## src/design/bcc_pkg.sv

```systemverilog
// -----------------------------------------------------------------------------
// bcc_pkg
// Shared types and constants for the button click classifier.
// -----------------------------------------------------------------------------
`default_nettype none

package bcc_pkg;

   localparam int unsigned TimeWidth = 32;
   localparam int unsigned CfgWidth  = 16;
   localparam int unsigned CsrIndexWidth = 2;

   localparam logic [CfgWidth-1:0] MinPressReset    = 16'd30;
   localparam logic [CfgWidth-1:0] LongPressReset   = 16'd1500;
   localparam logic [CfgWidth-1:0] DoubleWindowReset = 16'd300;

   typedef enum logic [CsrIndexWidth-1:0] {
      CSR_MIN_PRESS     = 2'd0,
      CSR_LONG_PRESS    = 2'd1,
      CSR_DOUBLE_WINDOW = 2'd2
   } csr_index_type;

   typedef enum logic [1:0] {
      PH_IDLE   = 2'd0,
      PH_FIRST  = 2'd1,
      PH_WAIT   = 2'd2,
      PH_SECOND = 2'd3
   } phase_type;

   typedef enum logic [1:0] {
      G_NONE   = 2'd0,
      G_SINGLE = 2'd1,
      G_DOUBLE = 2'd2,
      G_LONG   = 2'd3
   } gesture_type;

   // command field codes
   localparam logic CMD_EDGE  = 1'b0;
   localparam logic CMD_CHECK = 1'b1;

   // level field codes
   localparam logic LVL_PRESSED  = 1'b0;
   localparam logic LVL_RELEASED = 1'b1;

   typedef struct packed {
      logic [CfgWidth-1:0] min_press_ticks;
      logic [CfgWidth-1:0] long_press_ticks;
      logic [CfgWidth-1:0] double_window_ticks;
   } cfg_type;

   typedef struct packed {
      logic                 command;
      logic                 level;
      logic                 confirmed;
      logic [TimeWidth-1:0] time_stamp;
   } req_item_type;

   typedef struct packed {
      gesture_type          gesture;
      logic [TimeWidth-1:0] span_ticks;
   } rsp_item_type;

endpackage

`default_nettype wire

```

## src/design/bcc_if.sv

```systemverilog
// -----------------------------------------------------------------------------
// bcc_req_if / bcc_rsp_if
// Valid/ready channels for button events in and gesture results out.
// -----------------------------------------------------------------------------
`default_nettype none

interface bcc_req_if;
   logic                             valid;
   logic                             ready;
   logic                             command;
   logic                             level;
   logic                             confirmed;
   logic [bcc_pkg::TimeWidth-1:0]    time_stamp;

   modport source (output valid, output command, output level, output confirmed,
                   output time_stamp, input ready);
   modport sink   (input valid, input command, input level, input confirmed,
                   input time_stamp, output ready);
endinterface

interface bcc_rsp_if;
   logic                             valid;
   logic                             ready;
   logic [1:0]                       gesture;
   logic [bcc_pkg::TimeWidth-1:0]    span_ticks;

   modport source (output valid, output gesture, output span_ticks, input ready);
   modport sink   (input valid, input gesture, input span_ticks, output ready);
endinterface

`default_nettype wire

```

## src/design/bcc_csr.sv

```systemverilog
// -----------------------------------------------------------------------------
// bcc_csr
// Threshold registers, written through a plain write port.
// -----------------------------------------------------------------------------
`default_nettype none

module bcc_csr (
   input  wire logic                                clock,
   input  wire logic                                reset,
   input  wire logic                                csr_write_enable,
   input  wire logic [bcc_pkg::CsrIndexWidth-1:0]   csr_index,
   input  wire logic [bcc_pkg::CfgWidth-1:0]        csr_write_data,
   output bcc_pkg::cfg_type                         cfg
);

   bcc_pkg::cfg_type cfg_ff;

   always_ff @(posedge clock) begin
      if (reset) begin
         cfg_ff.min_press_ticks     <= bcc_pkg::MinPressReset;
         cfg_ff.long_press_ticks    <= bcc_pkg::LongPressReset;
         cfg_ff.double_window_ticks <= bcc_pkg::DoubleWindowReset;
      end else if (csr_write_enable) begin
         case (bcc_pkg::csr_index_type'(csr_index))
            bcc_pkg::CSR_MIN_PRESS:     cfg_ff.min_press_ticks     <= csr_write_data;
            bcc_pkg::CSR_LONG_PRESS:    cfg_ff.long_press_ticks    <= csr_write_data;
            bcc_pkg::CSR_DOUBLE_WINDOW: cfg_ff.double_window_ticks <= csr_write_data;
            default: ;  // unmapped index, dropped
         endcase
      end
   end

   assign cfg = cfg_ff;

endmodule

`default_nettype wire

```

## src/design/bcc_classify.sv

```systemverilog
// -----------------------------------------------------------------------------
// bcc_classify
// Gesture state machine: phase and timestamps, one item per enable.
// -----------------------------------------------------------------------------
`default_nettype none

module bcc_classify (
   input  wire logic                clock,
   input  wire logic                reset,
   input  wire logic                advance,
   input  wire bcc_pkg::req_item_type item,
   input  wire bcc_pkg::cfg_type    cfg,
   output bcc_pkg::rsp_item_type    result
);

   localparam int unsigned TW = bcc_pkg::TimeWidth;
   localparam int unsigned PadW = bcc_pkg::TimeWidth - bcc_pkg::CfgWidth;

   bcc_pkg::phase_type phase_ff, phase_in, eff_phase;
   logic [TW-1:0] first_press_ff, first_press_in;
   logic [TW-1:0] first_release_ff, first_release_in;
   logic [TW-1:0] second_press_ff, second_press_in;

   logic [TW-1:0] win_span, first_span, second_span, first_dur, gap_span;
   logic [TW-1:0] min_ext, long_ext, win_ext;
   logic          expired, edge_ok;
   logic          first_glitch, first_long, second_glitch, second_long;

   assign min_ext  = {{PadW{1'b0}}, cfg.min_press_ticks};
   assign long_ext = {{PadW{1'b0}}, cfg.long_press_ticks};
   assign win_ext  = {{PadW{1'b0}}, cfg.double_window_ticks};

   // wrapping tick differences
   assign win_span    = item.time_stamp - first_release_ff;
   assign first_span  = item.time_stamp - first_press_ff;
   assign second_span = item.time_stamp - second_press_ff;
   assign first_dur   = first_release_ff - first_press_ff;
   assign gap_span    = second_press_ff - first_release_ff;

   assign expired   = (phase_ff == bcc_pkg::PH_WAIT) && (win_span >= win_ext);
   assign eff_phase = expired ? bcc_pkg::PH_IDLE : phase_ff;
   assign edge_ok   = (item.command == bcc_pkg::CMD_EDGE) && item.confirmed;

   assign first_glitch  = first_span < min_ext;
   assign first_long    = first_span >= long_ext;
   assign second_glitch = second_span < min_ext;
   assign second_long   = second_span >= long_ext;

   // next state
   always_comb begin
      phase_in         = eff_phase;
      first_press_in   = first_press_ff;
      first_release_in = first_release_ff;
      second_press_in  = second_press_ff;
      if (edge_ok) begin
         case (eff_phase)
            bcc_pkg::PH_IDLE: begin
               if (item.level == bcc_pkg::LVL_PRESSED) begin
                  first_press_in = item.time_stamp;
                  phase_in       = bcc_pkg::PH_FIRST;
               end
            end
            bcc_pkg::PH_FIRST: begin
               if (item.level == bcc_pkg::LVL_RELEASED) begin
                  if (first_glitch || first_long) begin
                     phase_in = bcc_pkg::PH_IDLE;
                  end else begin
                     first_release_in = item.time_stamp;
                     phase_in         = bcc_pkg::PH_WAIT;
                  end
               end
            end
            bcc_pkg::PH_WAIT: begin
               if (item.level == bcc_pkg::LVL_PRESSED) begin
                  second_press_in = item.time_stamp;
                  phase_in        = bcc_pkg::PH_SECOND;
               end
            end
            bcc_pkg::PH_SECOND: begin
               if (item.level == bcc_pkg::LVL_RELEASED) begin
                  phase_in = bcc_pkg::PH_IDLE;
               end
            end
            default: phase_in = bcc_pkg::PH_IDLE;
         endcase
      end
   end

   // outputs
   always_comb begin
      result.gesture    = expired ? bcc_pkg::G_SINGLE : bcc_pkg::G_NONE;
      result.span_ticks = expired ? first_dur : '0;
      if (edge_ok && (item.level == bcc_pkg::LVL_RELEASED)) begin
         case (eff_phase)
            bcc_pkg::PH_FIRST: begin
               if (!first_glitch && first_long) begin
                  result.gesture    = bcc_pkg::G_LONG;
                  result.span_ticks = first_span;
               end
            end
            bcc_pkg::PH_SECOND: begin
               if (second_glitch) begin
                  result.gesture    = bcc_pkg::G_SINGLE;
                  result.span_ticks = first_dur;
               end else if (second_long) begin
                  result.gesture    = bcc_pkg::G_LONG;
                  result.span_ticks = second_span;
               end else begin
                  result.gesture    = bcc_pkg::G_DOUBLE;
                  result.span_ticks = gap_span;
               end
            end
            default: ;  // idle/wait: release ignored
         endcase
      end
   end

   always_ff @(posedge clock) begin
      if (reset) begin
         phase_ff         <= bcc_pkg::PH_IDLE;
         first_press_ff   <= '0;
         first_release_ff <= '0;
         second_press_ff  <= '0;
      end else if (advance) begin
         phase_ff         <= phase_in;
         first_press_ff   <= first_press_in;
         first_release_ff <= first_release_in;
         second_press_ff  <= second_press_in;
      end
   end

endmodule

`default_nettype wire

```

## src/design/button_click_classifier.sv

```systemverilog
// -----------------------------------------------------------------------------
// button_click_classifier
// Sorts timestamped button edges and time checks into click gestures.
// -----------------------------------------------------------------------------
// Usage:
//  - req_chan carries one item per transfer: command (edge or time check),
//    level, confirmed and time_stamp. Every item yields exactly one result.
//  - rsp_chan carries gesture (none/single/double/long) and span_ticks.
//  - csr_* writes the three 16-bit thresholds (min press, long press,
//    double-click window); only write while the block is idle.
//  - Path: the req item is registered in the input register, then passes the
//    classify logic into the result register, which drives rsp valid.
//  - Throughput: one item per cycle while the result register is not stalled;
//    the phase/timestamp state updates in the same cycle the item leaves the
//    input register, so items follow back to back.
//  - Reset clears phase to idle, all timestamps to zero, thresholds to
//    30/1500/300 and empties both pipeline registers.
//  - If rsp ready drops, the result register holds, the input register
//    still takes one more item, then req ready drops until the sink drains.
// -----------------------------------------------------------------------------
`default_nettype none

module button_click_classifier (
   input  wire logic                                clock,
   input  wire logic                                reset,
   bcc_req_if.sink                                  req_chan,
   bcc_rsp_if.source                                rsp_chan,
   input  wire logic                                csr_write_enable,
   input  wire logic [bcc_pkg::CsrIndexWidth-1:0]   csr_index,
   input  wire logic [bcc_pkg::CfgWidth-1:0]        csr_write_data
);

   bcc_pkg::cfg_type      cfg;
   bcc_pkg::req_item_type req_item, s1_item_ff;
   bcc_pkg::rsp_item_type calc_result, out_item_ff;
   logic                  s1_vld_ff, out_vld_ff;
   logic                  advance, req_xfer;

   bcc_csr u_csr (
      .clock            (clock),
      .reset            (reset),
      .csr_write_enable (csr_write_enable),
      .csr_index        (csr_index),
      .csr_write_data   (csr_write_data),
      .cfg              (cfg)
   );

   // item moves from input register to result register (and state updates)
   assign advance  = s1_vld_ff && (!out_vld_ff || rsp_chan.ready);
   assign req_chan.ready = !s1_vld_ff || advance;
   assign req_xfer = req_chan.valid && req_chan.ready;

   assign req_item.command    = req_chan.command;
   assign req_item.level      = req_chan.level;
   assign req_item.confirmed  = req_chan.confirmed;
   assign req_item.time_stamp = req_chan.time_stamp;

   bcc_classify u_classify (
      .clock   (clock),
      .reset   (reset),
      .advance (advance),
      .item    (s1_item_ff),
      .cfg     (cfg),
      .result  (calc_result)
   );

   // input register
   always_ff @(posedge clock) begin
      if (reset) begin
         s1_vld_ff <= 1'b0;
      end else if (req_chan.ready) begin
         s1_vld_ff <= req_chan.valid;
      end
   end

   always_ff @(posedge clock) begin
      if (req_xfer) begin
         s1_item_ff <= req_item;
      end
   end

   // result register
   always_ff @(posedge clock) begin
      if (reset) begin
         out_vld_ff <= 1'b0;
      end else if (advance) begin
         out_vld_ff <= 1'b1;
      end else if (rsp_chan.ready) begin
         out_vld_ff <= 1'b0;
      end
   end

   always_ff @(posedge clock) begin
      if (advance) begin
         out_item_ff <= calc_result;
      end
   end

   assign rsp_chan.valid      = out_vld_ff;
   assign rsp_chan.gesture    = out_item_ff.gesture;
   assign rsp_chan.span_ticks = out_item_ff.span_ticks;

endmodule

`default_nettype wire

```

## src/flat_wrapper.sv

```systemverilog
// flat-port wrapper written by rule: the top's interface ports become plain ports
module button_click_classifier_flat 
  (clock, reset, csr_write_enable, csr_index, csr_write_data, req_chan_valid, req_chan_command, req_chan_level, req_chan_confirmed, req_chan_time_stamp, req_chan_ready, rsp_chan_valid, rsp_chan_gesture, rsp_chan_span_ticks, rsp_chan_ready);
  bcc_req_if req_chan_i ();
  bcc_rsp_if rsp_chan_i ();
  input  wire logic clock;
  input  wire logic reset;
  input  wire logic csr_write_enable;
  input  wire logic [bcc_pkg::CsrIndexWidth-1:0] csr_index;
  input  wire logic [bcc_pkg::CfgWidth-1:0] csr_write_data;
  input wire logic [$bits(req_chan_i.valid)-1:0] req_chan_valid;
  input wire logic [$bits(req_chan_i.command)-1:0] req_chan_command;
  input wire logic [$bits(req_chan_i.level)-1:0] req_chan_level;
  input wire logic [$bits(req_chan_i.confirmed)-1:0] req_chan_confirmed;
  input wire logic [$bits(req_chan_i.time_stamp)-1:0] req_chan_time_stamp;
  output wire logic [$bits(req_chan_i.ready)-1:0] req_chan_ready;
  output wire logic [$bits(rsp_chan_i.valid)-1:0] rsp_chan_valid;
  output wire logic [$bits(rsp_chan_i.gesture)-1:0] rsp_chan_gesture;
  output wire logic [$bits(rsp_chan_i.span_ticks)-1:0] rsp_chan_span_ticks;
  input wire logic [$bits(rsp_chan_i.ready)-1:0] rsp_chan_ready;
  assign req_chan_i.valid = req_chan_valid;
  assign req_chan_i.command = req_chan_command;
  assign req_chan_i.level = req_chan_level;
  assign req_chan_i.confirmed = req_chan_confirmed;
  assign req_chan_i.time_stamp = req_chan_time_stamp;
  assign req_chan_ready = req_chan_i.ready;
  assign rsp_chan_valid = rsp_chan_i.valid;
  assign rsp_chan_gesture = rsp_chan_i.gesture;
  assign rsp_chan_span_ticks = rsp_chan_i.span_ticks;
  assign rsp_chan_i.ready = rsp_chan_ready;
  button_click_classifier u_core (.clock(clock), .reset(reset), .req_chan(req_chan_i), .rsp_chan(rsp_chan_i), .csr_write_enable(csr_write_enable), .csr_index(csr_index), .csr_write_data(csr_write_data));
endmodule
```

## config.mk

```make
export PLATFORM = sky130hd
export DESIGN_NAME = button_click_classifier_flat
export DESIGN_NICKNAME = d
export VERILOG_FILES = /design/src/design/bcc_pkg.sv /design/src/design/bcc_if.sv /design/src/design/bcc_csr.sv /design/src/design/bcc_classify.sv /design/src/design/button_click_classifier.sv /design/src/flat_wrapper.sv
export SDC_FILE = /design/constraint.sdc
export NUM_CORES = 1
export LEC_CHECK = 0
export BUFFER_PORTS_ARGS = -buffer_cell sky130_fd_sc_hd__buf_2
export CORE_ASPECT_RATIO = 0.75
export CORE_MARGIN = 1.5
export CORE_UTILIZATION = 54
export DETAILED_ROUTE_END_ITERATION = 8
export PLACE_DENSITY = 0.72
export SLEW_MARGIN = 20
export SYNTH_ARGS = -nofsm -noshare
export SYNTH_HDL_FRONTEND = slang
export SYNTH_SLANG_ARGS = --single-unit
```

## constraint.sdc

```tcl
create_clock -name clock -period 6.6 [get_ports clock]
set_input_delay 1.98 -clock clock [delete_from_list [all_inputs] [get_ports clock]]
set_output_delay 1.98 -clock clock [all_outputs]
set_load 0.01 [all_outputs]
```

==> results by stage, run 1 <==
Run status:
- The run finished, with violations left.
- The final reports fail on design-rule violations.

Floorplan:
- The floorplan step set the die height to between 150 and 200 um.
- For this configuration, the core starts out at a cell density of 55.17%.
- 94 I/O pins were placed.
- From left edge to right edge, the die measures approximately 220 um.
- The full die area is 0.03683 sq mm.
- The total area inside the core boundary comes to about 0.035 sq mm.
- The initialized floorplan defines 59 standard-cell rows.

CTS:
- The TritonCTS buffer count is 26.
- The clock net in this run drives a total of between 200 and 250 sinks.
- In this run the number of H-tree levels came out at 1.
- Clock-pin slew was measured on the worst setup and hold paths at 0.07 ns.
- The number of resized instances in the post-cts repair step is 0.
- The count of buffers added by post-CTS timing repair for setup is 0.
- The root buffer cell chosen for the clock tree is clkbuf_16.
- The CTS tree is built.
- Counting along the longest clock path gives a buffer depth of 3.
- The total of hold buffers inserted after clock tree synthesis is 0.
- The clock reaches the later pin of the worst-skew pair after roughly 0.57 ns.

Flow run:
- The number of violations of the max-capacitance limit is 0.

Routing:
- The routed via count is 18,390.
- For this run, design rule violations remaining after detail routing come to 6.
- The sum of routed wire length over all layers is 64,210 um.
- In the final routed layout, each cell accounts on average for 22.45 um.
- The first detailed-routing pass took 9 iterations.
- The detail route stage leaves a number of antenna-violating nets equal to 0.
- The DRC marker count from the first detailed-route iteration is 2,313.
- Using the TritonRoute via totals, the vias-per-cell ratio works out to roughly 6.4.

Logic synthesis:
- By count the netlist is led by ha_1, a21oi_1, nor2_1, inv_1, nand2_1.
- Synthesis produced a netlist with a net count of around 2,600.
- Ranked by total cell area, the synthesized netlist is headed by dfxtp_1, ha_1, edfxtp_1.
- The cell area that synthesis handed to floorplanning was a little under 0.02 sq mm.
- The leading register cell type out of synthesis is dfxtp_1.
- The share of the yosys chip area belonging to registers is 26.13%.
- The number of enable-type register cells in the synthesized netlist is 69.
- By instance count, the leading cell after synthesis is ha_1.
- The fraction of synthesized cell area taken by the top area cell type is 15.38%.
- Counting flops and latches in the post-synthesis netlist gives 217.
- After synthesis, the netlist uses 84 different library cells.
- Synthesis produced a netlist whose cell count is 2,334.
- The cell type with the highest aggregate area in the netlist is dfxtp_1.
- During synthesis, Yosys emitted a total of 0 warnings.
- In the synthesized netlist the async set-or-reset flop fraction comes to 0%.
- The synthesized area divided by synthesized cell count is roughly 8.3 sq um.

GRT:
- The maximum number of pins on one net before global-route repair is 123.
- The first global-routing pass estimated 97,000 um of wire.
- The global routing met2 resource utilization is 46.72%.
- The met3 usage in global routing is 9.845%.
- The total overflow left after global routing is 0.
- The met1 usage in global routing is 51.52%.
- The via count of the first global-routing pass is about 17,000.
- In the global route stage, overall resource usage came out at between 30% and 40%.
- The most heavily used metal layer in global routing is met1.
- The initial antenna violation count came to 0.

Power and ir drop:
- IR analysis of the VDD net gives a maximum drop of 0.0001912 V.
- The power per cell area is 183.9 mW/mm^2.
- The power after layout is 3.859 mW.
- The total leakage power is 8.621 nW.

Setup path:
- Counting cells, the worst reg-to-reg path comes to 21.
- The data arrival time of the critical path is ~6.4 ns.
- The setup check on the worst reg-to-reg path leaves a slack of 0.45 ns.
- The critical path is of the flip-flop to flip-flop type.
- STA classifies the critical path endpoint as a flip-flop.
- The endpoint identified for the worst register-to-register timing path is u_core.rsp_chan.span_ticks[4].
- At the worst endpoint, the required time is 6.90 ns.
- In this run the worst path has a maximum fanout of 16.
- STA classifies the critical path startpoint as a flip-flop.
- The startpoint identified for the worst register-to-register timing path is u_core.s1_item_ff[0].

Min path:
- The hold path endpoint is u_core.u_csr.cfg[43].
- The type of the most critical hold path is flip-flop to flip-flop.
- The worst hold path begins at u_core.u_csr.cfg[43].
- The number of cells on the worst hold path is 2.

Cells and area:
- Once layout is complete, the cells apart from fillers number approximately 2,900.
- In the final design database the tool counted roughly 2,700 nets.
- Measured on the finished design, the core utilization comes to 60.10%.
- From synthesis to final layout, the design area changed by 8.930%.
- The number of antenna diodes in the final layout is 0.
- Cells with a size suffix above 1 make up 7.782% of the layout.

STA:
- For the final database, setup skew stands at 0.01557 ns.
- Counting I/O delays and the setup requirement, the final critical path takes ~6.1 ns.
- The final-report max-slew violation count is 0.
- The worst slew margin relative to its limit is a little under a quarter.
- Setup slack closes at 0.4532 ns.
- The sum of negative setup slack is 0 ns.
- The number of hold violations in the final report is 0.
- The highest clock rate is 162.7 MHz.
- Setup repair after global routing left no endpoint under its margin.
- The actual slew at the worst max-slew pin is between 1 and 1.5 ns.
- Setup violations remaining at the end of the flow were counted as 0.
- Dividing the final minimum period by the clock period gives 93.13%.

Placement:
- Summed over all nets, the half-perimeter wirelength after detailed placement is about 52,000 um.
- The count of buffers added on input and output ports is a little over 90.
- The last weighted congestion value of the routability-driven placer is between 0.9 and 1.
- After detailed placement, the design holds a cell count of between 2,000 and 3,000.
- At the placement stage, the worst setup path has a slack of 0.6151 ns.
## per-layer routing
layer / vias to the layer above / share of wire [%] / wire, um
met5: - / 0 / 0
met3: 72 / 15 / 9327
met4: 0 / 1.6 / 1030
li1: 8600 / - / -
met1: 8666 / 45 / 29210
met2: 1051 / 38 / 24640
## cell type report
type                       instances  area [sq um]
clock buffer                      38         770.7
timing repair buffer             111         615.6
sequential                       217          5035
tap                              457         571.8
clock inverter                    10         123.9
fill                            3062         13930
multi-input combinational       1843         13180
inverter                         184         690.7
## stage by stage
stage	hold WS, ns	area, sq um
2_1_floorplan	0.4363	19260
3_3_place_gp	0.4452	20090
3_5_place_dp	0.4465	20090
4_1_cts	0.4539	20990
5_1_grt	0.4696	20990
6_report	0.4551	20990
## worst max-delay path by stage
stage                                     endpoint  depth (start not counted)                             startpoint
6_report             u_core.rsp_chan.span_ticks[4]                         21                   u_core.s1_item_ff[0]
5_1_grt              u_core.rsp_chan.span_ticks[4]                         21  u_core.u_classify.first_release_ff[1]
4_1_cts              u_core.rsp_chan.span_ticks[4]                         21                   u_core.s1_item_ff[0]
3_5_place_dp         u_core.rsp_chan.span_ticks[4]                         21                   u_core.s1_item_ff[0]
3_3_place_gp        u_core.rsp_chan.span_ticks[13]                         21                   u_core.s1_item_ff[0]
2_1_floorplan  u_core.u_classify.first_press_ff[1]                          8                         rsp_chan_ready
## critical path, cell delays in order (launching register included)
cell	delay, ns
edfxtp_1	0.39
inv_1	0.11
ha_1	0.24
fa_1	0.41
nand2b_1	0.19
a21oi_1	0.29
o21a_1	0.25
nor2_1	0.09
o31ai_1	0.31
xor2_1	0.18
ha_1	0.26
nor2b_1	0.13
o21ai_0	0.30
o2111ai_1	0.16
nor4b_1	0.33
nor4bb_1	0.32
nand4b_1	0.18
nor4_4	0.45
nor3_1	0.11
or2_1	0.49
buf_4	0.32
a221o_1	0.37
## registers in the layout, summed over array words and instances (netlist names)
signal	cells
u_core.u_csr.cfg	48
u_core.s1_item_ff	35
u_core.rsp_chan.span_ticks	32
u_core.u_classify.first_press_ff	32
u_core.u_classify.first_release_ff	32
u_core.u_classify.second_press_ff	32
u_core.rsp_chan.gesture	2
u_core.u_classify.phase_ff	2
u_core.rsp_chan.valid	1
u_core.s1_vld_ff	1
## where the power goes
group | switching [mW] | internal (mW)
combinational | 0.545 | 0.331
clock | 0.634 | 0.893
sequential | 0.0429 | 1.41
total | 1.22 | 2.64
## cells by family after synthesis
group,after synthesis,share of synthesized area [%]
multiplexers,103,5.371
AND/OR/NAND/NOR,710,18.36
buffers and inverters,274,5.650
adder cells (fa/ha/maj),238,15.65
AO/OA/AOI/OAI,668,23.19
flip-flops,217,26.13
XOR/XNOR,124,5.637
## layout by cell type, fill, tap and decap left out, types with 9 or more instances in the layout
cell type	instances
buf_2	92
edfxtp_1	69
o211ai_1	21
and2_1	18
a31oi_1	21
o31ai_1	25
nand2b_1	82
inv_1	184
dfxtp_1	148
buf_4	18
a211o_1	24
xnor2_1	76
nor2_1	188
or3_1	12
ha_1	233
mux2i_1	100
o21bai_1	21
nor3_1	45
nand4_1	48
nand3_1	36
o21a_1	28
nor4_1	9
a221o_1	29
o21ai_0	84
a21o_1	81
nand2_1	182
clkbuf_16	27
a21oi_1	214
a211oi_1	21
xor2_1	48
nor2b_1	19
and3_1	14
Note: power is estimated with default switching activity, not from simulation.
==> run 2, diff against run 1 <==
- CELL_PAD_IN_SITES_DETAIL_PLACEMENT: default -> 0
- CELL_PAD_IN_SITES_GLOBAL_PLACEMENT: default -> 1
- CORE_UTILIZATION: 54 -> 48
- PLACE_DENSITY: 0.72 -> default
- PLACE_DENSITY_LB_ADDON: default -> 0.1
==> results by stage, run 2 (synthesized netlist as in run 1, its figures left out) <==
Power and ir drop:
- The maximum ir drop on the vdd rail is 0.0001604 V (was 0.0001912 V).
- The power per cell area is 183.0 mW/mm^2 (was 183.9 mW/mm^2).
- The total leakage power came to 8.651 nW (was 8.621 nW).
- The power after layout is 3.856 mW (was 3.859 mW).

Setup path:
- The maximum fanout along the worst path is 29 (was 16).
- The data arrival time of the critical path is 6.16 ns (was 6.44 ns).
- The data required time at the worst endpoint came to 6.91 ns (was 6.90 ns).
- The type of the setup path with the least slack is flip-flop to flip-flop (unchanged).
- The reg2reg setup slack is 0.74 ns (was 0.45 ns).
- The type of element launching the critical path was a flip-flop (unchanged).
- The endpoint type of the worst setup path is a flip-flop (unchanged).

GRT:
- The wire length of the first global-routing pass is 98,040 um (was 97,000 um).
- The maximum number of pins on one net before global-route repair is 80 (was 123).
- The initial antenna violation count is 2 (was 0).
- The residual overflow from global routing was 0 (unchanged).
- The total routing resource utilization after global routing was 31.58% (was 33.76%).
- The via count of the first global-routing pass is 16,080 (was 16,750).

CTS:
- The clock latency reported for the late side of the worst-skew pair is 0.58 ns (was 0.57 ns).
- The TritonCTS buffer count was 27 (was 26).
- The total of hold buffers inserted after clock tree synthesis was 0 (unchanged).
- The CTS tree is built (unchanged).
- The number of clock sinks is 217 (unchanged).
- The number of levels in the clock H-tree is 1 (unchanged).
- The cell at the root of the clock tree was clkbuf_16 (unchanged).
- The number of resized instances in the post-cts repair step is 0 (unchanged).
- The maximum buffer depth of the clock tree is 3 (unchanged).
- The clock-pin slew reported for the worst setup and hold paths after clock tree synthesis was 0.06 ns (was 0.07 ns).
- The count of buffers added by post-CTS timing repair for setup was 0 (unchanged).

Placement:
- The port buffer count is 93 (unchanged).
- The last weighted congestion value of the routability-driven placer is 0.9518 (was 0.9752).
- The estimated wirelength of the detail-placed design is 54,050 um (was 51,820 um).
- The pre-CTS setup slack is 0.7995 ns (was 0.6151 ns).

Run status:
- Violated checks: design-rule violations (unchanged).
- Status: finished with violations (unchanged).

STA:
- The post-route clock period utilization came to 88.75% (was 93.13%).
- The highest clock rate is 170.7 MHz (was 162.7 MHz).
- The final-report max-slew violation count is 0 (unchanged).
- The post-route worst hold slack came to 0.4528 ns (was 0.4551 ns).
- The actual slew at the worst max-slew pin is 1.327 ns (was 1.131 ns).
- The worst setup skew after layout was 0.02603 ns (was 0.01557 ns).
- The final number of setup-violating endpoints is 0 (unchanged).
- The final critical path time including I/O delays and setup is 5.857 ns (was 6.147 ns).
- The sum of negative setup slack was 0 ns (unchanged).
- The final worst setup slack came to 0.7428 ns (was 0.4532 ns).
- The worst slew margin relative to its limit is 9.213% (was 22.65%).
- The number of hold violations in the final report is 0 (unchanged).
- RSZ-0062 raised after global routing: false (unchanged).

Cells and area:
- The flip-flop count of the largest register, all copies and words added came to 48 (unchanged).
- The proportion of layout cells with a drive suffix above 1 is 8.095% (was 7.782%).
- The most frequent standard cell in the layout excluding fill and tap cells is ha_1 (unchanged).
- The final net count is 2,685 (was 2,679).
- The area growth from synthesis to final layout is 9.392% (was 8.930%).
- The antenna diode instance count came to 0 (unchanged).
- Commonest cells after routing, fill and taps aside: ha_1, a21oi_1, nor2_1, inv_1, nand2_1 (unchanged).

Routing:
- The sum of routed wire length over all layers is 66,930 um (was 64,210 um).
- The post-route antenna net violation count came to 0 (unchanged).
- The DRC marker count from the first detailed-route iteration is 2,038 (was 2,313).
- The number of optimization iterations in the first detailed-route pass is 9 (unchanged).
- The routed via count is 18,090 (was 18,390).
- The detailed-route vias per instance was 6.175 (was 6.430).
- The remaining design rule violation count was 2 (was 6).
- The detail-routed net length per standard cell is 22.85 um (was 22.45 um).

Floorplan:
- The effective utilization at floorplan is 48.68% (was 55.17%).
- The number of core rows was 63 (was 59).
- The die width came to 234.3 um (was 221.1 um).
- The full die area is 0.04136 sq mm (was 0.03683 sq mm).
- The area inside the core boundary is 0.03957 sq mm (was 0.03492 sq mm).
- The number of placed I/O pins is 94 (unchanged).
- The vertical extent of the die was 176.5 um (was 166.6 um).

Flow run:
- The number of violations of the max-capacitance limit came to 0 (unchanged).

Min path:
- The type of the most critical hold path was flip-flop to flip-flop (unchanged).
[run 2: cell types whose count changed in the layout (fill, tap and decap cells not counted), sizes merged]
cell,delta
buf,+5
clkinv,+3
bufinv,-1
clkbuf,-1
clkinvlp,-1
inv,+1
[run 2: final timing paths]
kind	cells past startpoint	startpoint	to
setup / recovery	20	u_core.s1_item_ff[8]	u_core.rsp_chan.span_ticks[9]
hold / removal	2	u_core.u_csr.cfg[37]	u_core.u_csr.cfg[37]
hold reg to reg	2	u_core.u_csr.cfg[37]	u_core.u_csr.cfg[37]
setup reg to reg	20	u_core.s1_item_ff[8]	u_core.rsp_chan.span_ticks[9]
[run 2: layout make-up]
cell class,instances,area (sq um)
multi-input combinational,1843,13180
timing repair buffer,116,640.6
clock inverter,12,96.34
fill,3843,18500
inverter,184,690.7
tap,520,650.6
sequential,217,5035
clock buffer,37,784.5
[run 2: power breakdown]
group	internal [mW]	total (mW)	switching, mW
Clock	0.870	1.51	0.641
Combinational	0.336	0.887	0.551
Sequential	1.41	1.46	0.0441
[run 2: worst max-delay path: stages (launching register included)]
cell,delay [ns]
edfxtp_1,0.49
ha_1,0.37
a211oi_1,0.33
o21ai_0,0.19
or3_1,0.35
o21ai_1,0.25
o21ai_0,0.16
xor2_1,0.18
ha_1,0.30
a21oi_1,0.15
nor2b_1,0.06
o21ai_0,0.21
o2111ai_1,0.15
nor4b_1,0.29
nor4bb_1,0.35
nand4b_1,0.20
nor4_4,0.46
nor3_1,0.20
or2_1,0.27
buf_4,0.24
a221o_1,0.38
[run 2: per-stage QoR]
| stage | instances | instance area (sq um) | util [%] |
|---|---|---|---|
| global placement | 2880 | 20190 | 51.03 |
| global route | 2929 | 21070 | 53.26 |
| finish | 2929 | 21070 | 53.26 |
| CTS | 2929 | 21070 | 53.26 |
| detailed placement | 2880 | 20190 | 51.03 |
| floorplan | 2334 | 19260 | - |
[run 2: per-layer routing]
layer | global-route usage (%) | up-vias | share of wire [%]
li1 | - | 8616 | -
met3 | 7.348 | 60 | 12
met2 | 40.49 | 869 | 36
met5 | 0 | - | 0
met1 | 52.35 | 8541 | 50
met4 | 4.246 | 0 | 1.5
